`src/rtl/rtc_cal_pkg.sv`:
```
package rtc_cal_pkg;

  // field widths
  localparam int unsigned SecW   = 6;
  localparam int unsigned MinW   = 6;
  localparam int unsigned HourW  = 5;
  localparam int unsigned DayW   = 5;
  localparam int unsigned MonW   = 4;
  localparam int unsigned YearW  = 12;
  localparam int unsigned WdayW  = 3;

  // calendar limits
  localparam logic [SecW-1:0]  SecMax   = SecW'(59);
  localparam logic [MinW-1:0]  MinMax   = MinW'(59);
  localparam logic [HourW-1:0] HourMax  = HourW'(23);
  localparam logic [MonW-1:0]  MonMax   = MonW'(12);
  localparam logic [YearW-1:0] YearMin  = YearW'(1901);
  localparam logic [YearW-1:0] YearMax  = YearW'(2099);
  localparam logic [WdayW-1:0] WdayMax  = WdayW'(6);

  // reset date 2000-01-01 is a saturday
  localparam logic [DayW-1:0]  DayRst   = DayW'(1);
  localparam logic [MonW-1:0]  MonRst   = MonW'(1);
  localparam logic [YearW-1:0] YearRst  = YearW'(2000);
  localparam logic [WdayW-1:0] WdayRst  = WdayW'(6);

  // 1901-01-01, the date after the year wrap, is a tuesday
  localparam logic [WdayW-1:0] WdayYearMin = WdayW'(2);

  // day-number offset so that the weekday comes out with sunday as zero
  localparam int unsigned DayNumW    = 20;
  localparam int unsigned DayRelW    = 18;
  localparam logic [DayNumW-1:0] DayNumBase = DayNumW'(621049);

  typedef enum logic {
    ReqTick = 1'b0,
    ReqSet  = 1'b1
  } req_type_e;

  typedef struct packed {
    logic [SecW-1:0]  second_now;
    logic [MinW-1:0]  minute_now;
    logic [HourW-1:0] hour_now;
    logic [DayW-1:0]  day_now;
    logic [MonW-1:0]  month_now;
    logic [YearW-1:0] year_now;
    logic [WdayW-1:0] weekday_now;
    logic             set_rejected;
  } rsp_t;

  // only valid for 1901..2099, where the one century year (2000) is a leap year
  function automatic logic is_leap(logic [YearW-1:0] y);
    return (y[1:0] == 2'b00);
  endfunction

  function automatic logic [DayW-1:0] month_len(logic [MonW-1:0] m, logic leap);
    logic [DayW-1:0] len;
    unique case (m)
      4'd2:                      len = leap ? DayW'(29) : DayW'(28);
      4'd4, 4'd6, 4'd9, 4'd11:   len = DayW'(30);
      default:                   len = DayW'(31);
    endcase
    return len;
  endfunction

  // floor(153 * g / 5), g = month + 13 for jan/feb, else month + 1
  function automatic logic [8:0] month_term(logic [MonW-1:0] m);
    logic [8:0] t;
    unique case (m)
      4'd1:    t = 9'(153 * 14 / 5);
      4'd2:    t = 9'(153 * 15 / 5);
      4'd3:    t = 9'(153 * 4 / 5);
      4'd4:    t = 9'(153 * 5 / 5);
      4'd5:    t = 9'(153 * 6 / 5);
      4'd6:    t = 9'(153 * 7 / 5);
      4'd7:    t = 9'(153 * 8 / 5);
      4'd8:    t = 9'(153 * 9 / 5);
      4'd9:    t = 9'(153 * 10 / 5);
      4'd10:   t = 9'(153 * 11 / 5);
      4'd11:   t = 9'(153 * 12 / 5);
      default: t = 9'(153 * 13 / 5);
    endcase
    return t;
  endfunction

  // 8 = 1 mod 7, so fold 3-bit digits then one compare and subtract
  function automatic logic [WdayW-1:0] mod7(logic [DayRelW-1:0] x);
    logic [5:0] s;
    logic [3:0] t;
    s = 6'(x[2:0]) + 6'(x[5:3]) + 6'(x[8:6]) + 6'(x[11:9])
      + 6'(x[14:12]) + 6'(x[17:15]);
    t = 4'(s[5:3]) + 4'(s[2:0]);
    return (t >= 4'd7) ? WdayW'(t - 4'd7) : WdayW'(t);
  endfunction

  // day-number formula, year 1901..2099 and month 1..12
  function automatic logic [WdayW-1:0] weekday_of(logic [YearW-1:0] y,
                                                   logic [MonW-1:0] m,
                                                   logic [DayW-1:0] d);
    logic [YearW-1:0] f;
    logic [21:0]      prod;
    logic [DayNumW-1:0] n;
    logic [DayNumW-1:0] rel;
    f    = (m <= 4'd2) ? (y - YearW'(1)) : y;
    prod = 22'(f) * 22'(1461);
    n    = prod[21:2] + DayNumW'(month_term(m)) + DayNumW'(d);
    rel  = n - DayNumBase;
    return mod7(rel[DayRelW-1:0]);
  endfunction

endpackage

```
`src/rtl/rtc_cal_req_if.sv`:
```
interface rtc_cal_req_if;
  logic                               valid;
  logic                               ready;
  logic                               req_type;
  logic [rtc_cal_pkg::SecW-1:0]       set_second;
  logic [rtc_cal_pkg::MinW-1:0]       set_minute;
  logic [rtc_cal_pkg::HourW-1:0]      set_hour;
  logic [rtc_cal_pkg::DayW-1:0]       set_day;
  logic [rtc_cal_pkg::MonW-1:0]       set_month;
  logic [rtc_cal_pkg::YearW-1:0]      set_year;

  modport source (
    output valid, req_type, set_second, set_minute, set_hour, set_day, set_month, set_year,
    input  ready
  );
  modport sink (
    input  valid, req_type, set_second, set_minute, set_hour, set_day, set_month, set_year,
    output ready
  );
endinterface

```
`src/rtl/rtc_cal_rsp_if.sv`:
```
interface rtc_cal_rsp_if;
  logic                               valid;
  logic                               ready;
  logic [rtc_cal_pkg::SecW-1:0]       second_now;
  logic [rtc_cal_pkg::MinW-1:0]       minute_now;
  logic [rtc_cal_pkg::HourW-1:0]      hour_now;
  logic [rtc_cal_pkg::DayW-1:0]       day_now;
  logic [rtc_cal_pkg::MonW-1:0]       month_now;
  logic [rtc_cal_pkg::YearW-1:0]      year_now;
  logic [rtc_cal_pkg::WdayW-1:0]      weekday_now;
  logic                               set_rejected;

  modport source (
    output valid, second_now, minute_now, hour_now, day_now, month_now, year_now,
           weekday_now, set_rejected,
    input  ready
  );
  modport sink (
    input  valid, second_now, minute_now, hour_now, day_now, month_now, year_now,
           weekday_now, set_rejected,
    output ready
  );
endinterface

```
`src/rtl/rtc_calendar_tick_top.sv`:
```
// real-time clock and gregorian calendar, 1901-01-01 .. 2099-12-31. every request
// transfer is either a one-second tick or a set of the full time and date, and each
// produces exactly one response transfer with the time, date and weekday after it
// (0 = sunday). a tick rolls seconds, minutes and hours and at 00:00:00 advances the
// date; after 2099-12-31 the date wraps to 1901-01-01. a set that is out of range
// (including a day beyond the month length) changes nothing and returns
// set_rejected = 1. after reset the clock reads 2000-01-01 00:00:00, saturday.
// one request is taken every cycle while the buffer tail is empty: the clock registers
// update at the request transfer and the response is registered in a two-entry output buffer,
// so one more request is still taken while the response side stalls.
// the critical path is the set path: one constant multiply (year * 1461) and the
// add / mod-7 fold of the weekday formula.
module rtc_calendar_tick_top (
  input  logic           clk_i,
  input  logic           rst_ni,
  rtc_cal_req_if.sink    req_i,
  rtc_cal_rsp_if.source  rsp_o
);

  // clock and calendar state
  logic [rtc_cal_pkg::SecW-1:0]  sec_q,  sec_d;
  logic [rtc_cal_pkg::MinW-1:0]  min_q,  min_d;
  logic [rtc_cal_pkg::HourW-1:0] hour_q, hour_d;
  logic [rtc_cal_pkg::DayW-1:0]  day_q,  day_d;
  logic [rtc_cal_pkg::MonW-1:0]  mon_q,  mon_d;
  logic [rtc_cal_pkg::YearW-1:0] year_q, year_d;
  logic [rtc_cal_pkg::WdayW-1:0] wday_q, wday_d;

  // output buffer: head drives the response, tail catches one more while stalled
  rtc_cal_pkg::rsp_t head_q, head_d, tail_q, tail_d, rsp_new;
  logic              head_vld_q, head_vld_d, tail_vld_q, tail_vld_d;

  logic push, pop;
  logic is_set;
  logic set_ok;
  logic sec_wrap, min_wrap, hour_wrap, midnight;
  logic month_end, year_end, range_end;

  assign push   = req_i.valid & req_i.ready;
  assign pop    = head_vld_q & rsp_o.ready;
  assign is_set = (req_i.req_type == rtc_cal_pkg::ReqSet);

  // range checks of a set, day checked against the length of the requested month
  assign set_ok = (req_i.set_second <= rtc_cal_pkg::SecMax)
               && (req_i.set_minute <= rtc_cal_pkg::MinMax)
               && (req_i.set_hour   <= rtc_cal_pkg::HourMax)
               && (req_i.set_month  >= rtc_cal_pkg::MonW'(1))
               && (req_i.set_month  <= rtc_cal_pkg::MonMax)
               && (req_i.set_year   >= rtc_cal_pkg::YearMin)
               && (req_i.set_year   <= rtc_cal_pkg::YearMax)
               && (req_i.set_day    >= rtc_cal_pkg::DayW'(1))
               && (req_i.set_day    <= rtc_cal_pkg::month_len(req_i.set_month,
                                          rtc_cal_pkg::is_leap(req_i.set_year)));

  // tick carries
  assign sec_wrap  = (sec_q  == rtc_cal_pkg::SecMax);
  assign min_wrap  = (min_q  == rtc_cal_pkg::MinMax);
  assign hour_wrap = (hour_q == rtc_cal_pkg::HourMax);
  assign midnight  = sec_wrap & min_wrap & hour_wrap;

  // date carries, only used when the tick lands on midnight
  assign month_end = (day_q >= rtc_cal_pkg::month_len(mon_q, rtc_cal_pkg::is_leap(year_q)));
  assign year_end  = month_end & (mon_q >= rtc_cal_pkg::MonMax);
  assign range_end = year_end & (year_q >= rtc_cal_pkg::YearMax);

  always_comb begin
    sec_d  = sec_q;
    min_d  = min_q;
    hour_d = hour_q;
    day_d  = day_q;
    mon_d  = mon_q;
    year_d = year_q;
    wday_d = wday_q;
    if (is_set) begin
      if (set_ok) begin
        sec_d  = req_i.set_second;
        min_d  = req_i.set_minute;
        hour_d = req_i.set_hour;
        day_d  = req_i.set_day;
        mon_d  = req_i.set_month;
        year_d = req_i.set_year;
        wday_d = rtc_cal_pkg::weekday_of(req_i.set_year, req_i.set_month, req_i.set_day);
      end
    end else begin
      sec_d = sec_wrap ? '0 : sec_q + rtc_cal_pkg::SecW'(1);
      if (sec_wrap) begin
        min_d = min_wrap ? '0 : min_q + rtc_cal_pkg::MinW'(1);
      end
      if (sec_wrap && min_wrap) begin
        hour_d = hour_wrap ? '0 : hour_q + rtc_cal_pkg::HourW'(1);
      end
      if (midnight) begin
        // consecutive days differ by one in the day number, so the weekday steps, but the wrap to 1901 reloads it
        if (!month_end) begin
          day_d = day_q + rtc_cal_pkg::DayW'(1);
        end else if (year_end) begin
          day_d  = rtc_cal_pkg::DayW'(1);
          mon_d  = rtc_cal_pkg::MonW'(1);
          year_d = range_end ? rtc_cal_pkg::YearMin : year_q + rtc_cal_pkg::YearW'(1);
        end else begin
          day_d = rtc_cal_pkg::DayW'(1);
          mon_d = mon_q + rtc_cal_pkg::MonW'(1);
        end
        if (range_end) begin
          wday_d = rtc_cal_pkg::WdayYearMin;
        end else begin
          wday_d = (wday_q >= rtc_cal_pkg::WdayMax) ? '0
                                                    : wday_q + rtc_cal_pkg::WdayW'(1);
        end
      end
    end
  end

  always_comb begin
    rsp_new.second_now   = sec_d;
    rsp_new.minute_now   = min_d;
    rsp_new.hour_now     = hour_d;
    rsp_new.day_now      = day_d;
    rsp_new.month_now    = mon_d;
    rsp_new.year_now     = year_d;
    rsp_new.weekday_now  = wday_d;
    rsp_new.set_rejected = is_set & ~set_ok;
  end

  always_ff @(posedge clk_i or negedge rst_ni) begin
    if (!rst_ni) begin
      sec_q  <= '0;
      min_q  <= '0;
      hour_q <= '0;
      day_q  <= rtc_cal_pkg::DayRst;
      mon_q  <= rtc_cal_pkg::MonRst;
      year_q <= rtc_cal_pkg::YearRst;
      wday_q <= rtc_cal_pkg::WdayRst;
    end else if (push) begin
      sec_q  <= sec_d;
      min_q  <= min_d;
      hour_q <= hour_d;
      day_q  <= day_d;
      mon_q  <= mon_d;
      year_q <= year_d;
      wday_q <= wday_d;
    end
  end

  // output buffer; a push only happens with the tail empty
  always_comb begin
    head_d     = head_q;
    tail_d     = tail_q;
    head_vld_d = head_vld_q;
    tail_vld_d = tail_vld_q;
    if (pop) begin
      head_d     = tail_q;
      head_vld_d = tail_vld_q;
      tail_vld_d = 1'b0;
    end
    if (push) begin
      if (!head_vld_d) begin
        head_d     = rsp_new;
        head_vld_d = 1'b1;
      end else begin
        tail_d     = rsp_new;
        tail_vld_d = 1'b1;
      end
    end
  end

  always_ff @(posedge clk_i or negedge rst_ni) begin
    if (!rst_ni) begin
      head_vld_q <= 1'b0;
      tail_vld_q <= 1'b0;
    end else begin
      head_vld_q <= head_vld_d;
      tail_vld_q <= tail_vld_d;
    end
  end

  always_ff @(posedge clk_i) begin
    head_q <= head_d;
    tail_q <= tail_d;
  end

  assign req_i.ready = ~tail_vld_q;

  assign rsp_o.valid        = head_vld_q;
  assign rsp_o.second_now   = head_q.second_now;
  assign rsp_o.minute_now   = head_q.minute_now;
  assign rsp_o.hour_now     = head_q.hour_now;
  assign rsp_o.day_now      = head_q.day_now;
  assign rsp_o.month_now    = head_q.month_now;
  assign rsp_o.year_now     = head_q.year_now;
  assign rsp_o.weekday_now  = head_q.weekday_now;
  assign rsp_o.set_rejected = head_q.set_rejected;

  // tail never holds a response without the head
  assert property (@(posedge clk_i) disable iff (!rst_ni) tail_vld_q |-> head_vld_q)
    else $error("output buffer tail valid with empty head");

  // a rejected set leaves the clock and calendar untouched
  assert property (@(posedge clk_i) disable iff (!rst_ni)
    (push && is_set && !set_ok) |=> ($stable(sec_q) && $stable(min_q) && $stable(hour_q)
      && $stable(day_q) && $stable(mon_q) && $stable(year_q) && $stable(wday_q)))
    else $error("rejected set changed the clock state");

  // a tick before midnight never touches the date
  assert property (@(posedge clk_i) disable iff (!rst_ni)
    (push && !is_set && !midnight) |=> ($stable(day_q) && $stable(mon_q)
      && $stable(year_q) && $stable(wday_q)))
    else $error("date changed on a tick before midnight");

  // at midnight the day steps by one or restarts at the first of the month
  assert property (@(posedge clk_i) disable iff (!rst_ni)
    (push && !is_set && midnight) |=> ((day_q == rtc_cal_pkg::DayW'(1))
      || (day_q == $past(day_q) + rtc_cal_pkg::DayW'(1))))
    else $error("day did not advance at midnight");

  // after an accepted request the output holds a valid response on the next cycle
  assert property (@(posedge clk_i) disable iff (!rst_ni) push |=> head_vld_q)
    else $error("response missing after request transfer");

endmodule
```
`src/flat_wrapper.sv`:
```
// flat-port wrapper written by rule: the top's interface ports become plain ports
module rtc_calendar_tick_top_flat 
  (clk_i, rst_ni, req_i_valid, req_i_req_type, req_i_set_second, req_i_set_minute, req_i_set_hour, req_i_set_day, req_i_set_month, req_i_set_year, req_i_ready, rsp_o_valid, rsp_o_second_now, rsp_o_minute_now, rsp_o_hour_now, rsp_o_day_now, rsp_o_month_now, rsp_o_year_now, rsp_o_weekday_now, rsp_o_set_rejected, rsp_o_ready);
  rtc_cal_req_if req_i_i ();
  rtc_cal_rsp_if rsp_o_i ();
  input  logic clk_i;
  input  logic rst_ni;
  input wire logic [$bits(req_i_i.valid)-1:0] req_i_valid;
  input wire logic [$bits(req_i_i.req_type)-1:0] req_i_req_type;
  input wire logic [$bits(req_i_i.set_second)-1:0] req_i_set_second;
  input wire logic [$bits(req_i_i.set_minute)-1:0] req_i_set_minute;
  input wire logic [$bits(req_i_i.set_hour)-1:0] req_i_set_hour;
  input wire logic [$bits(req_i_i.set_day)-1:0] req_i_set_day;
  input wire logic [$bits(req_i_i.set_month)-1:0] req_i_set_month;
  input wire logic [$bits(req_i_i.set_year)-1:0] req_i_set_year;
  output wire logic [$bits(req_i_i.ready)-1:0] req_i_ready;
  output wire logic [$bits(rsp_o_i.valid)-1:0] rsp_o_valid;
  output wire logic [$bits(rsp_o_i.second_now)-1:0] rsp_o_second_now;
  output wire logic [$bits(rsp_o_i.minute_now)-1:0] rsp_o_minute_now;
  output wire logic [$bits(rsp_o_i.hour_now)-1:0] rsp_o_hour_now;
  output wire logic [$bits(rsp_o_i.day_now)-1:0] rsp_o_day_now;
  output wire logic [$bits(rsp_o_i.month_now)-1:0] rsp_o_month_now;
  output wire logic [$bits(rsp_o_i.year_now)-1:0] rsp_o_year_now;
  output wire logic [$bits(rsp_o_i.weekday_now)-1:0] rsp_o_weekday_now;
  output wire logic [$bits(rsp_o_i.set_rejected)-1:0] rsp_o_set_rejected;
  input wire logic [$bits(rsp_o_i.ready)-1:0] rsp_o_ready;
  assign req_i_i.valid = req_i_valid;
  assign req_i_i.req_type = req_i_req_type;
  assign req_i_i.set_second = req_i_set_second;
  assign req_i_i.set_minute = req_i_set_minute;
  assign req_i_i.set_hour = req_i_set_hour;
  assign req_i_i.set_day = req_i_set_day;
  assign req_i_i.set_month = req_i_set_month;
  assign req_i_i.set_year = req_i_set_year;
  assign req_i_ready = req_i_i.ready;
  assign rsp_o_valid = rsp_o_i.valid;
  assign rsp_o_second_now = rsp_o_i.second_now;
  assign rsp_o_minute_now = rsp_o_i.minute_now;
  assign rsp_o_hour_now = rsp_o_i.hour_now;
  assign rsp_o_day_now = rsp_o_i.day_now;
  assign rsp_o_month_now = rsp_o_i.month_now;
  assign rsp_o_year_now = rsp_o_i.year_now;
  assign rsp_o_weekday_now = rsp_o_i.weekday_now;
  assign rsp_o_set_rejected = rsp_o_i.set_rejected;
  assign rsp_o_i.ready = rsp_o_ready;
  rtc_calendar_tick_top u_core (.clk_i(clk_i), .rst_ni(rst_ni), .req_i(req_i_i), .rsp_o(rsp_o_i));
endmodule
```
`config.mk`:
```
export PLATFORM = sky130hd
export DESIGN_NAME = rtc_calendar_tick_top_flat
export DESIGN_NICKNAME = d
export VERILOG_FILES = /design/src/rtl/rtc_cal_pkg.sv /design/src/rtl/rtc_cal_req_if.sv /design/src/rtl/rtc_cal_rsp_if.sv /design/src/rtl/rtc_calendar_tick_top.sv /design/src/flat_wrapper.sv
export SDC_FILE = /design/constraint.sdc
export NUM_CORES = 1
export LEC_CHECK = 0
export ABC_AREA = 1
export BUFFER_PORTS_ARGS = -buffer_cell sky130_fd_sc_hd__buf_2
export CORE_ASPECT_RATIO = 1.75
export CORE_MARGIN = 1.5
export CORE_UTILIZATION = 30
export DETAILED_ROUTE_END_ITERATION = 8
export GPL_ROUTABILITY_DRIVEN = 0
export HOLD_SLACK_MARGIN = 0.12
export MAX_ROUTING_LAYER = met4
export PLACE_DENSITY = 0.43
export SETUP_SLACK_MARGIN = 0.02
export SYNTH_ARGS = -nofsm -noshare
export SYNTH_HDL_FRONTEND = slang
export SYNTH_SLANG_ARGS = --single-unit
export TNS_END_PERCENT = 30
```
`constraint.sdc`:
```
create_clock -name clk_i -period 6.62 [get_ports clk_i]
set_clock_uncertainty 0.1 [all_clocks]
set_input_delay 0.993 -clock clk_i [delete_from_list [all_inputs] [get_ports clk_i]]
set_output_delay 0.993 -clock clk_i [all_outputs]
set_load 0.02 [all_outputs]
```
* Word level (Yosys, flattened, before mapping)
Memories as Yosys holds them, arrays and structs flattened. Index checks and enable logic that the tools add are counted. W data, S select, Z words.
Cells by class: $add $sub $neg 18, multipliers 1, divide/modulo/power cells 0, magnitude comparators 15, eq/ne operators 13, shift operators 0, mux-type cells 47, bitwise logic cells 9, reduce and logical (&&, ||, !) cells 14
Operators by type and width (number):
- $mux W42 | 3
- $mux W12 | 7
- $mux W6 | 7
- $mux W5 | 8
- $add A6 B3 Y6 | 4
- $mul A12 B11 Y20 const B | 1
- $mux W4 | 5
- $pmux W5 S2 | 2
- $add A18 B5 Y18 | 1
- $add A18 B9 Y18 | 1
- $mux W3 | 6
- $mux W9 | 2
- $sub A18 B17 Y18 const B | 1
- $eq A4 B3 Y1 const B | 4
- $eq A4 B4 Y1 const B | 4
- $add A12 B1 Y12 const B | 1
- $add A6 B1 Y6 const B | 2
- $eq A6 B6 Y1 const B | 2
- $ge A12 B11 Y1 const B | 1
- $ge A12 B12 Y1 const B | 1
- $le A12 B12 Y1 const B | 1
- $le A6 B6 Y1 const B | 2
- $sub A12 B1 Y12 const B | 1
- $add A5 B1 Y5 const B | 2
- other kinds (23) | 48
Storage, ports and cells: bits in registers 127, bits in latches 0, memory bits (writable) 0, ROM bits 144, input port bits 43, output and inout port bits 44, logic and storage cells 143, memories 1
Memory list:
- (no name shown) | words 16, bits a word 9, rd ports 1, clocked after Yosys merged registers in 0, write ports 0, RTL line rtc_cal_pkg.sv:69 | unique case (m)

* Depth between registers and ports, before layout
Gate-level depths: netlist of the first run.
depth in word-level cells 26, depth in mapped cells 56, gate-level depth less buffers 55

* Least setup slack after synthesis of the first run
No wires, ideal clock.
path type input port to flip-flop, start point input port req_i_set_month[3], end point register u_core.tail_q[1] (netlist bit), data pin, library setup time 0.264 ns, arrival 10.481 ns, required time 6.256 ns, setup slack -4.225 ns, stages 46, path buffers 1, path through buf_2 > nor2_1 > o21ai_1 > nor2_1 > nand2_1 > inv_1 > nand2_1 > xor2_1 > ha_1 > inv_1 > fa_1 > fa_1 > inv_1 > fa_1 > inv_1 > fa_1 > inv_1 > ha_1 > [10 not listed] > xnor2_1 > fa_1 > fa_1 > fa_1 > inv_1 > fa_1 > xor2_1 > ha_1 > inv_1 > fa_1 > inv_1 > ha_1 > nand2_1 > nand2_1 > xnor2_1 > nand3_1 > nand3_1 > nand2_1
RTL lines:
- from (decl) | RTL line flat_wrapper.sv:14 | input wire logic [$bits(req_i_i.set_month)-1:0] req_i_set_month;
- to (signal assigned) | RTL line rtc_calendar_tick_top.sv:179 | tail_q <= tail_d;
- to (decl) | RTL line rtc_calendar_tick_top.sv:30 | rtc_cal_pkg::rsp_t head_q, head_d, tail_q, tail_d, rsp_new;

==> results of run 1 <==
==> cell usage after synthesis, types with 19 or more instances <==
cell type	count	area share, %
nor2_1	83	2.7
nand3_2	19	1.6
inv_1	207	6.6
edfxtp_1	42	11
clkbuf_1	26	0.83
nand2_1	544	17
nand4_1	26	1.4
o21ai_0	36	1.5
dfrtp_1	33	7.0
ha_1	125	13
dfxtp_1	42	7.2
fa_1	58	9.9
nand3_1	126	5.4
a21oi_1	35	1.5
xor2_1	36	2.7
==> metrics by stage <==
stage / utilization [%] / TNS [ns] / instance area, um2 / setup WS (ns) / hold slack, ns
2_1_floorplan: - / -29.96 / 12100 / -3.44 / 0.355
3_3_place_gp: 37.1 / -36.71 / 14300 / -4.17 / 0.370
3_5_place_dp: 37.1 / -36.85 / 14300 / -4.17 / 0.374
4_1_cts: 39.4 / -30.29 / 15200 / -3.42 / 0.385
5_1_grt: 39.9 / -34.04 / 15300 / -3.83 / 0.412
6_report: 39.9 / -29.91 / 15300 / -3.36 / 0.385
==> tightest hold or removal path: cells and delay by family, from the launching register on <==
kind,cells,cell delay (ns)
and+or+nand+nor,1,0.06
DFF,1,0.31
AOI/OAI and AO/OA,1,0.07
==> placed cells by master (no fill, tap or decap), drive strengths merged, types with 3 or more instances in the layout <==
cell type and n:
a21oi 35, and3 4, buf 281, clkbuf 19, clkinv 12, dfrtp 33, dfstp 10, dfxtp 42
edfxtp 42, fa 58, ha 125, inv 210, nand2 549, nand3 146, nand3b 8, nand4 26
nor2 93, nor3 10, o211ai 5, o21a 4, o21ai 57, o21bai 3, or2 3, xnor2 15
xor2 36
==> registers in the layout, summed over array words and instances (netlist names), 3 cells and up <==
register and cells:
u_core.tail_q 42, u_core.rsp_o.year_now 12, u_core.year_q 12, u_core.min_q 6
u_core.rsp_o.minute_now 6, u_core.rsp_o.second_now 6, u_core.sec_q 6, u_core.day_q 5
u_core.hour_q 5, u_core.rsp_o.day_now 5, u_core.rsp_o.hour_now 5, u_core.mon_q 4
u_core.rsp_o.month_now 4, u_core.rsp_o.weekday_now 3, u_core.wday_q 3
==> path summary, 6_finish.rpt <==
kind	endpoint	slack (ns)
hold reg to reg	u_core.rsp_o.set_rejected	0.38
setup / recovery	u_core.tail_q[1]	-3.36
min in group asynchronous	u_core.sec_q[2]	0.57
max in group asynchronous	u_core.year_q[0]	5.36
setup reg to reg	u_core.tail_q[10]	3.38
hold / removal	u_core.rsp_o.set_rejected	0.38
==> cell type report <==
| cell class | count | area, um2 | area share [%] |
|---|---|---|---|
| Antenna cell | 1 | 2.50 | 0.0163 |
| Clock buffer | 19 | 454 | 2.96 |
| Clock inverter | 13 | 136 | 0.889 |
| Inverter | 212 | 801 | 5.22 |
| Multi-Input combinational cell | 1193 | 8220 | 53.6 |
| Sequential cell | 127 | 3190 | 20.8 |
| Tap cell | 485 | 607 | 3.95 |
| Timing Repair Buffer | 281 | 1940 | 12.6 |
==> layer usage <==
metal,up-vias,global-route usage (%)
met1,5125,19.0
li1,5526,-
met4,0,9.04
met3,61,1.96
met2,164,38.3
met5,-,-
==> cell families (layout without fill, tap and decap cells) <==
| family | after synthesis | in the layout |
|---|---|---|
| buffers and inverters | 258 | 525 |
| other | 0 | 1 |
| AOI/OAI and AO/OA | 116 | 116 |
| and+or+nand+nor | 843 | 843 |
| xor gates and xnor gates | 51 | 51 |
| DFF | 127 | 127 |
| adders and majority gates | 183 | 183 |
==> repair_timing <==
item                                    4_1_cts  5_1_grt
gates resized for setup                      50       26
setup buffers                                 8        4
pin swaps                                    29       14
hold buffers                                  0        0
endpoints found under the setup margin        9        9
==> summary.md, run 1 <==
| Metric | Value |
|---|---|
| Crit-path slowest cell | `fa_1` |
| Number of max-cap violations | `0` |
| Clock Pin Slew Worst Setup and Hold Paths | `0.06 ns` |
| FF-to-FF Start | `u_core.mon_q[0]` |
| Critical path launch point type | `input pin` |
| Synth Area in Compound Gates | `5.68%` |
| Core area | `38,500 um2` |
| Post-layout worst setup margin | `-3.36 ns` |
| Worst Hold Launch | `u_core.rsp_o.set_rejected` |
| Routed metal-1 wire length | `14,000 um` |
| CP Max Fanout | `4` |
| Vias in the first global route | `11,300` |
| Clk root buf | `clkbuf_16` |
| Worst slew pin tran | `0.697 ns` |
| Port bufs | `86` |
| Die height | `265 um` |
| Rel. slew slack | `53.5%` |
| Fillers | `4,109` |
| Post-Synth Adder-Cell Area | `23.2%` |
| First drt pass iteration count | `5` |
| Clock Latency Late Sink | `0.44 ns` |
| Met3 WL | `719 um` |
| Crit path top cell by count | `fa_1` |
| Hold Fails Final Rpt | `0` |
| Yosys cell types | `50` |
| Netlist area before placement | `11,700 um2` |
| Initial core utilization | `30.5%` |
| Wire per inst | `16.0 um` |
| Clk buf depth | `2` |
| Syn nets | `1,804` |
| CP delay by family, top | `adder cells` |
| Routed WL | `37,300 um` |
| Die width | `153 um` |
| Uppermost routed layer | `met4` |
| CTS Sinks | `127` |
| Ys async rst share | `33.9%` |
| Cells after DPL | `2,287` |
| Worst EP arrival | `10.07 ns` |
| CTS tree | `built` |
| RSZ-0062 raised after global routing | `true` |
| Post-synthesis mux area share | `0%` |
| Rows | `95` |
| Hold Crit Class | `register to register` |
| WHS Path Cells | `2` |
| Met2 routed WL | `21,200 um` |
| Required @ worst endpoint | `6.71 ns` |
| CP peak stage delay | `0.55 ns` |
| Drt drc | `0` |
| Worst Setup Path Type | `input pin to register` |
| Simple-gate portion of the synthesized area | `31.3%` |
| Non-filler cells, final | `2,331` |
| Post-route ant nets | `0` |
| Critical path depth in cells | `47` |
| Vias per inst | `4.67` |
| Warnings from Yosys | `0` |
| Status | `finished with violations` |
| R2r worst-path depth | `17` |
| Xor/xnor share of the synthesized area | `3.80%` |
| First-pass GRT wire length | `59,700 um` |
| Period utilisation layout | `151%` |
| Die area | `40,400 um2` |
| Fmax | `0.100 GHz` |
| Fin crit period | `9.98 ns` |
| Max-slew violations | `0` |
| IO Count | `87` |
| Via count | `10,900` |
| Htree depth | `4` |
| #FFs+latches synth | `127` |
| Setup crit end kind | `register` |
| Overflow after GRT | `0` |
| CP Launch Point | `req_i_set_year[0]` |
| Cells after Synth | `1,578` |
| Initial DRC Count | `502` |
| Top_reg_cell synth | `edfxtp_1` |
| Num CTS Buffers | `17` |
| Final setup violation count | `9` |
| Initial antenna violation count | `1` |
| Share of cells above drive strength 1 | `25.9%` |
| Seq/Total Area, Yosys | `27.2%` |
| WP buf/inv | `10` |
| Nets | `2,058` |
| Global Route Usage Sum | `19.5%` |
| Failing checks | `setup timing` |
| Largest net degree at the start of global routing | `51` |
| Post-DP HPWL | `29,500 um` |
| Main combinational cell family by area after synthesis | `simple AND/OR/NAND/NOR gates` |
| EDFF count, synth | `42` |
| Synth-to-Final Area Change | `30.7%` |
| Avg Cell Area, Syn | `7.44 um2` |
Power of run 1 is left out: the tool's default activity adds up to more than one toggle a clock period on the data nets, which glitch-free logic cannot reach.
==> run 2: changes to the inputs <==
--- a/config.mk
+++ b/config.mk
@@ -7,7 +7,7 @@
 export LEC_CHECK = 0
 export ABC_AREA = 1
 export BUFFER_PORTS_ARGS = -buffer_cell sky130_fd_sc_hd__buf_2
-export CORE_ASPECT_RATIO = 1.75
+export CORE_ASPECT_RATIO = 0.6
 export CORE_MARGIN = 1.5
 export CORE_UTILIZATION = 30
 export DETAILED_ROUTE_END_ITERATION = 8
==> run 2 against run 1 <==
Critical endpoint unchanged. Global-route usage up 0.21 points. Count of clock-buffer cells in the layout up 8. Setup slack better by 0.047 ns. The flow still finishes with violations (setup timing). Non-clock buffer count up 15. Core utilization up 1.6 points. Register-to-register slack worse by 0.06 ns. Maximum frequency up 0.47%. Cell area up 3.1%.
==> summary.md, run 2 (synthesis gave the netlist of run 1 again) <==
| Metric | Value |
|---|---|
| Commonest non-fill, non-tap cell in the layout | `nand2_1` |
| Non-filler cells, final | `2,373 (+1.8%)` |
| Crit-path slowest cell | `fa_1` |
| Share of cells above drive strength 1 | `28.4% (+2.5 points)` |
| WHS Path Cells | `2 (unchanged)` |
| Worst Setup Path Type | `input pin to register` |
| Cells after DPL | `2,311 (+1.0%)` |
| Clk root buf | `clkbuf_16` |
| Post-layout worst setup margin | `-3.31 ns (+0.0466 ns)` |
| Required @ worst endpoint | `6.68 ns (-0.03 ns)` |
| FF/Latch Area | `3190 um2 (unchanged)` |
| Global Route Usage Sum | `19.8% (+0.21 points)` |
| Die height | `156 um (-41%)` |
| First drt pass iteration count | `6 (+1)` |
| Clock Latency Late Sink | `0.42 ns (-0.02 ns)` |
| Hold Crit Class | `register to register` |
| Clock Pin Slew Worst Setup and Hold Paths | `0.05 ns (about the same)` |
| Rel. slew slack | `39.2% (-14 points)` |
| Core area | `38,100 um2 (-1.0%)` |
| Vias per inst | `4.62 (-0.89%)` |
| RSZ-0062 raised after global routing | `true` |
| Clk buf depth | `2 (unchanged)` |
| Design area | `15,800 um2 (+3.1%)` |
| Hold Fails Final Rpt | `0 (unchanged)` |
| Via count | `11,000 (+0.89%)` |
| Fin crit period | `9.93 ns (-0.0466 ns)` |
| Critical path launch point type | `input pin` |
| Setup crit end kind | `register` |
| Routed WL | `38,000 um (+1.8%)` |
| CP Max Fanout | `4 (unchanged)` |
| Num CTS Buffers | `17 (unchanged)` |
| Number of max-cap violations | `0 (unchanged)` |
| Commonest non-fill, non-tap cells in the layout | `nand2_1, buf_4, inv_1` |
| Drt drc | `0 (unchanged)` |
| Period utilisation layout | `150% (-0.70 points)` |
| Post-layout util | `41.5% (+1.6 points)` |
| IO Count | `87 (unchanged)` |
| Fillers | `3,937 (-4.2%)` |
| Htree depth | `4 (unchanged)` |
| Dpl ws | `-4.35 ns (-0.180 ns)` |
| CTS Sinks | `127 (unchanged)` |
| Failing checks | `setup timing` |
| Ant diodes | `0 (-1)` |
| Initial core utilization | `30.8% (+0.31 points)` |
| Post-route ant nets | `0 (unchanged)` |
| Die width | `258 um (+69%)` |
| Status | `finished with violations` |
| Fmax | `0.101 GHz (+0.47%)` |
| CTS tree | `built` |
| Largest net degree at the start of global routing | `51 (unchanged)` |
| Placement Cell Area | `14,300 um2 (about the same)` |
| CP peak stage delay | `0.51 ns (-0.04 ns)` |
| Multi-input gate area | `8560 um2 (+4.2%)` |
| Die area | `40,400 um2 (about the same)` |
| Crit path top cell by count | `fa_1` |
| Port bufs | `86 (unchanged)` |
| Worst slew pin tran | `0.912 ns (+0.215 ns)` |
| Final setup violation count | `9 (unchanged)` |
| Overflow after GRT | `0 (unchanged)` |
| Initial DRC Count | `736 (+47%)` |
| Max-slew violations | `0 (unchanged)` |
| Worst EP arrival | `9.99 ns (-0.08 ns)` |
| R2r worst-path depth | `17 (unchanged)` |
| Largest Register | `u_core.tail_q` |
| Post-DP HPWL | `29,200 um (-1.0%)` |
| Max reg flops | `42 (unchanged)` |
| Nets | `2,073 (+0.73%)` |
| Vias in the first global route | `10,600 (-6.6%)` |
| First-pass GRT wire length | `59,900 um (+0.32%)` |
| Rows | `55 (-42%)` |
| Synth-to-Final Area Change | `34.7%` |
| Wire per inst | `16.0 um (about the same)` |
| Initial antenna violation count | `1 (unchanged)` |
[run 2: changes by cell type in the layout (fill, tap and decap cells not counted), sizes merged]
cell | before | now
buf | 281 | 296
clkbuf | 19 | 27
clkinv | 12 | 5
diode | 1 | 0
inv | 210 | 209
[run 2: timing repair]
item | CTS | global route
pin swaps | 77 | 53
resized for setup | 82 | 56
buffers inserted | 20 | 10
hold buffers | 0 | 0
endpoints found under the setup margin | 9 | 9
[run 2: worst paths after layout]
kind	from	to	slack, ns
max reg2reg	u_core.mon_q[0]	u_core.tail_q[10]	3.32
min in group asynchronous	rst_ni	u_core.sec_q[5]	0.58
min reg2reg	u_core.year_q[10]	u_core.year_q[10]	0.38
max in group asynchronous	rst_ni	u_core.year_q[0]	5.34
min	u_core.year_q[10]	u_core.year_q[10]	0.38
max	req_i_set_month[2]	u_core.tail_q[1]	-3.31
[run 2: cell type report]
| type | instances | share of cell area, % |
|---|---|---|
| Clock buffer | 27 | 3.12 |
| Clock inverter | 5 | 0.514 |
| Inverter | 212 | 5.09 |
| Multi-Input combinational cell | 1193 | 54.1 |
| Sequential cell | 127 | 20.2 |
| Tap cell | 513 | 4.06 |
| Timing Repair Buffer | 296 | 12.9 |
[run 2: metrics by stage]
| step | hold slack, ns | setup TNS [ns] |
|---|---|---|
| final | 0.380 | -29.47 |
| after detailed placement | 0.371 | -38.55 |
| after global placement | 0.367 | -38.84 |
| after CTS | 0.380 | -30.64 |
| after floorplan | 0.355 | -29.96 |
| after global routing | 0.414 | -33.64 |
[run 2: worst max-delay path, delay by kind of cell]
family | cells | cell delay, ns
buffers and inverters | 12 | 0.76
and+or+nand+nor | 11 | 1.00
adders and majority gates | 17 | 6.26
AOI/OAI and AO/OA | 2 | 0.24
xor gates and xnor gates | 5 | 0.74
[run 2: metal layers]
metal | track usage, % | vias up | part of all wire [%]
li1 | - | 5569 | -
met1 | 30.5 | 5186 | 56
met5 | - | - | 0
met3 | 2.69 | 15 | 3.5
met2 | 27.4 | 203 | 40
met4 | 2.84 | 0 | 0.54
Power of run 2 is left out for the same reason.
==> run 3: changes to the inputs <==
--- a/config.mk
+++ b/config.mk
@@ -5,13 +5,10 @@
 export SDC_FILE = /design/constraint.sdc
 export NUM_CORES = 1
 export LEC_CHECK = 0
-export ABC_AREA = 1
 export BUFFER_PORTS_ARGS = -buffer_cell sky130_fd_sc_hd__buf_2
 export CORE_ASPECT_RATIO = 0.6
-export CORE_MARGIN = 1.5
 export CORE_UTILIZATION = 30
 export DETAILED_ROUTE_END_ITERATION = 8
-export GPL_ROUTABILITY_DRIVEN = 0
 export HOLD_SLACK_MARGIN = 0.12
 export MAX_ROUTING_LAYER = met4
 export PLACE_DENSITY = 0.43
==> run 3 against run 2 <==
The run still ends with setup timing left. Die area fell by 6.1%. Cell area is 9.2% lower. Synthesized cell count is 24% lower. Cell count down 20%. Maximum frequency down 8.5%. Setup slack worse by 0.92 ns. Non-clock buffer count fell by 39. Area after synthesis down 5.2%. Sequential share of layout area is 2.0 points higher. First-iteration DRC count shrank 7.1%. Worst hold slack better by 0.033 ns. Global-route usage rose by 0.16 points. Critical endpoint unchanged. Largest cell class unchanged.
==> summary.md, run 3 <==
| Metric | Value |
|---|---|
| IO Count | `87 (unchanged)` |
| Seq/Total Area, Yosys | `28.7% (+1.5 points)` |
| Largest net degree at the start of global routing | `63 (+24%)` |
| Failing checks | `setup timing` |
| WHS Path Cells | `2 (unchanged)` |
| Post-DP HPWL | `28,100 um (-3.6%)` |
| Initial antenna violation count | `2 (+1)` |
| Max reg flops | `42 (unchanged)` |
| FF-to-FF Start | `u_core.mon_q[0]` |
| Share of the synthesized area in the top cell type | `14.1% (-3.3 points)` |
| Port bufs | `86 (unchanged)` |
| Critical path launch point type | `input pin` |
| Global Route Usage Sum | `19.9% (+0.16 points)` |
| Avg Cell Area, Syn | `9.32 um2 (+25%)` |
| Die height | `151 um (-3.2%)` |
| CP Max Fanout | `5 (+1)` |
| Rows | `54 (-1.8%)` |
| Num CTS Buffers | `17 (unchanged)` |
| Syn nets | `1,420 (-21%)` |
| Post-route ant nets | `0 (unchanged)` |
| Initial DRC Count | `684 (-7.1%)` |
| Most frequent cell after synthesis | `inv_1` |
| Post-layout worst setup margin | `-4.24 ns (-0.924 ns)` |
| #FFs+latches synth | `127 (unchanged)` |
| Fillers | `3,692 (-6.2%)` |
| Clk buf depth | `2 (unchanged)` |
| Worst Hold Launch | `u_core.mon_q[0]` |
| CTS tree | `built` |
| Share of cells above drive strength 1 | `28.5% (+0.061 points)` |
| Htree depth | `4 (unchanged)` |
| Vias in the first global route | `9,095 (-14%)` |
| Cells after DPL | `1,869 (-19%)` |
| CP peak stage delay | `0.53 ns (+0.02 ns)` |
| Hold Fails Final Rpt | `0 (unchanged)` |
| Vias per inst | `5.01 (+8.3%)` |
| R2r worst-path depth | `13 (-4)` |
| Placement Cell Area | `13,500 um2 (-5.4%)` |
| Worst EP arrival | `10.94 ns (+0.95 ns)` |
| Fin crit period | `10.86 ns (+0.924 ns)` |
| Drt drc | `0 (unchanged)` |
| Setup crit end kind | `register` |
| Rel. slew slack | `33.0% (-6.2 points)` |
| Overflow after GRT | `0 (unchanged)` |
| Core area | `36,400 um2 (-4.5%)` |
| Top_reg_cell synth | `edfxtp_1` |
| Non-filler cells, final | `1,909 (-20%)` |
| Capture point of the worst reg-to-reg path | `u_core.tail_q[10]` |
| Wire per inst | `18.7 um (+17%)` |
| Commonest non-fill, non-tap cell in the layout | `buf_4` |
| First drt pass iteration count | `7 (+1)` |
| RD Place Congestion | `0.861` |
| Final setup violation count | `9 (unchanged)` |
| Hold endpoint | `u_core.mon_q[0]` |
| Worst slew pin tran | `0.997 ns (+0.0851 ns)` |
| CTS Sinks | `127 (unchanged)` |
| Clock Latency Late Sink | `0.43 ns (about the same)` |
| Routed WL | `35,600 um (-6.2%)` |
| Required @ worst endpoint | `6.70 ns (+0.02 ns)` |
| Clock Pin Slew Worst Setup and Hold Paths | `0.06 ns (about the same)` |
| Commonest cells post-synth | `inv_1, ha_1, nand2_1` |
| Commonest non-fill, non-tap cells in the layout | `buf_4, inv_1, ha_1` |
| EDFF count, synth | `42 (unchanged)` |
| Status | `finished with violations` |
| Hold WS | `0.413 ns (+0.0328 ns)` |
| R2R Setup Slk | `2.51 ns (-0.81 ns)` |
| Ys async rst share | `33.9% (unchanged)` |
| Largest Register | `u_core.tail_q` |
| Worst Setup Path Type | `input pin to register` |
| Warnings from Yosys | `0 (unchanged)` |
| Crit path top cell by count | `fa_1` |
| Clk root buf | `clkbuf_16` |
| Max-slew violations | `0 (unchanged)` |
| Yosys cell types | `93 (+86%)` |
| Number of max-cap violations | `0 (unchanged)` |
| Fmax | `0.0921 GHz (-8.5%)` |
| First-pass GRT wire length | `55,500 um (-7.4%)` |
| Initial core utilization | `30.6% (-0.24 points)` |
| Cells after Synth | `1,194 (-24%)` |
| Synth-to-Final Area Change | `29.1%` |
| Die width | `251 um (-3.0%)` |
| Netlist area before placement | `11,100 um2 (-5.2%)` |
| Crit-path slowest cell | `fa_1` |
| Period utilisation layout | `164% (+14 points)` |
| Largest cells by area after synthesis | `ha_1, edfxtp_1, fa_1` |
| Hold Crit Class | `register to register` |
| Design area | `14,400 um2 (-9.2%)` |
| Nets | `1,641 (-21%)` |
| Cell taking the most area after synthesis | `ha_1` |
| Die area | `37,900 um2 (-6.1%)` |
| Via count | `9,559 (-13%)` |
| RSZ-0062 raised after global routing | `true` |
-- run 3: cell types whose count changed after synthesis, sizes merged, moves of 34 or more --
cell | previous run | this run
a211oi | 0 | 34
a21oi | 35 | 71
inv | 209 | 145
nand2 | 549 | 78
nand3 | 146 | 28
nor2 | 93 | 55
-- run 3: final cells by class --
| class | instances | area (um2) | area share (%) |
|---|---|---|---|
| multi-input combinational | 867 | 7720 | 53.7 |
| sequential | 127 | 3190 | 22.2 |
| timing repair buffer | 257 | 1730 | 12.0 |
| tap | 476 | 596 | 4.14 |
| inverter | 145 | 547 | 3.80 |
| clock buffer | 26 | 499 | 3.47 |
| clock inverter | 6 | 85.1 | 0.592 |
| antenna | 5 | 12.5 | 0.0871 |
-- run 3: critical path, delay by kind of cell --
family	cells	cell delay (ns)
simple gates	13	1.62
fa+ha+maj	15	5.78
buf+inv	10	0.61
xor+xnor	5	0.72
compound gates	6	1.22
-- run 3: through the flow --
| stage | setup TNS [ns] | util [%] | worst slack [ns] |
|---|---|---|---|
| 2_1_floorplan | -36.98 | - | -4.30 |
| 3_3_place_gp | -45.13 | 37.1 | -5.07 |
| 3_5_place_dp | -44.84 | 37.1 | -5.04 |
| 4_1_cts | -37.51 | 39.2 | -4.21 |
| 5_1_grt | -41.65 | 39.4 | -4.68 |
| 6_report | -37.73 | 39.5 | -4.24 |
-- run 3: repair_timing --
item	4_1_cts	5_1_grt
gates resized for setup	31	11
hold buffers	0	0
setup buffers	2	1
endpoints found under the setup margin	9	9
pin swaps	34	5
-- run 3: worst max path at each step --
| stage | startpoint | endpoint | slack, ns | cells past startpoint |
|---|---|---|---|---|
| after floorplan | req_i_set_month[3] | u_core.tail_q[1] | -4.30 | 48 |
| after global placement | req_i_set_month[0] | u_core.tail_q[1] | -5.07 | 48 |
| after detailed placement | req_i_set_month[0] | u_core.tail_q[1] | -5.04 | 45 |
| after CTS | req_i_set_month[1] | u_core.tail_q[2] | -4.21 | 44 |
| after global routing | req_i_set_month[1] | u_core.tail_q[1] | -4.68 | 47 |
| final | req_i_set_month[1] | u_core.tail_q[1] | -4.24 | 49 |
-- run 3: cell families (layout without fill, tap and decap cells) --
group | count (synthesis) | count (layout) | share of synthesized area, %
AOI/OAI and AO/OA | 303 | 303 | 18.9
buffers and inverters | 200 | 434 | 7.03
other | 0 | 5 | 0
muxes | 20 | 20 | 1.89
and+or+nand+nor | 304 | 304 | 14.4
DFF | 127 | 127 | 28.7
xor gates and xnor gates | 57 | 57 | 4.61
adders and majority gates | 183 | 183 | 24.5
-- run 3: per-layer routing --
layer | GRT usage, % | vias to the layer above | wire length (um)
li1 | - | 4736 | -
met1 | 33.2 | 4630 | 21200
met2 | 23.9 | 176 | 12600
met3 | 3.23 | 17 | 1590
met4 | 2.98 | 0 | 255
met5 | - | - | 0
Power of run 3 is left out for the same reason.
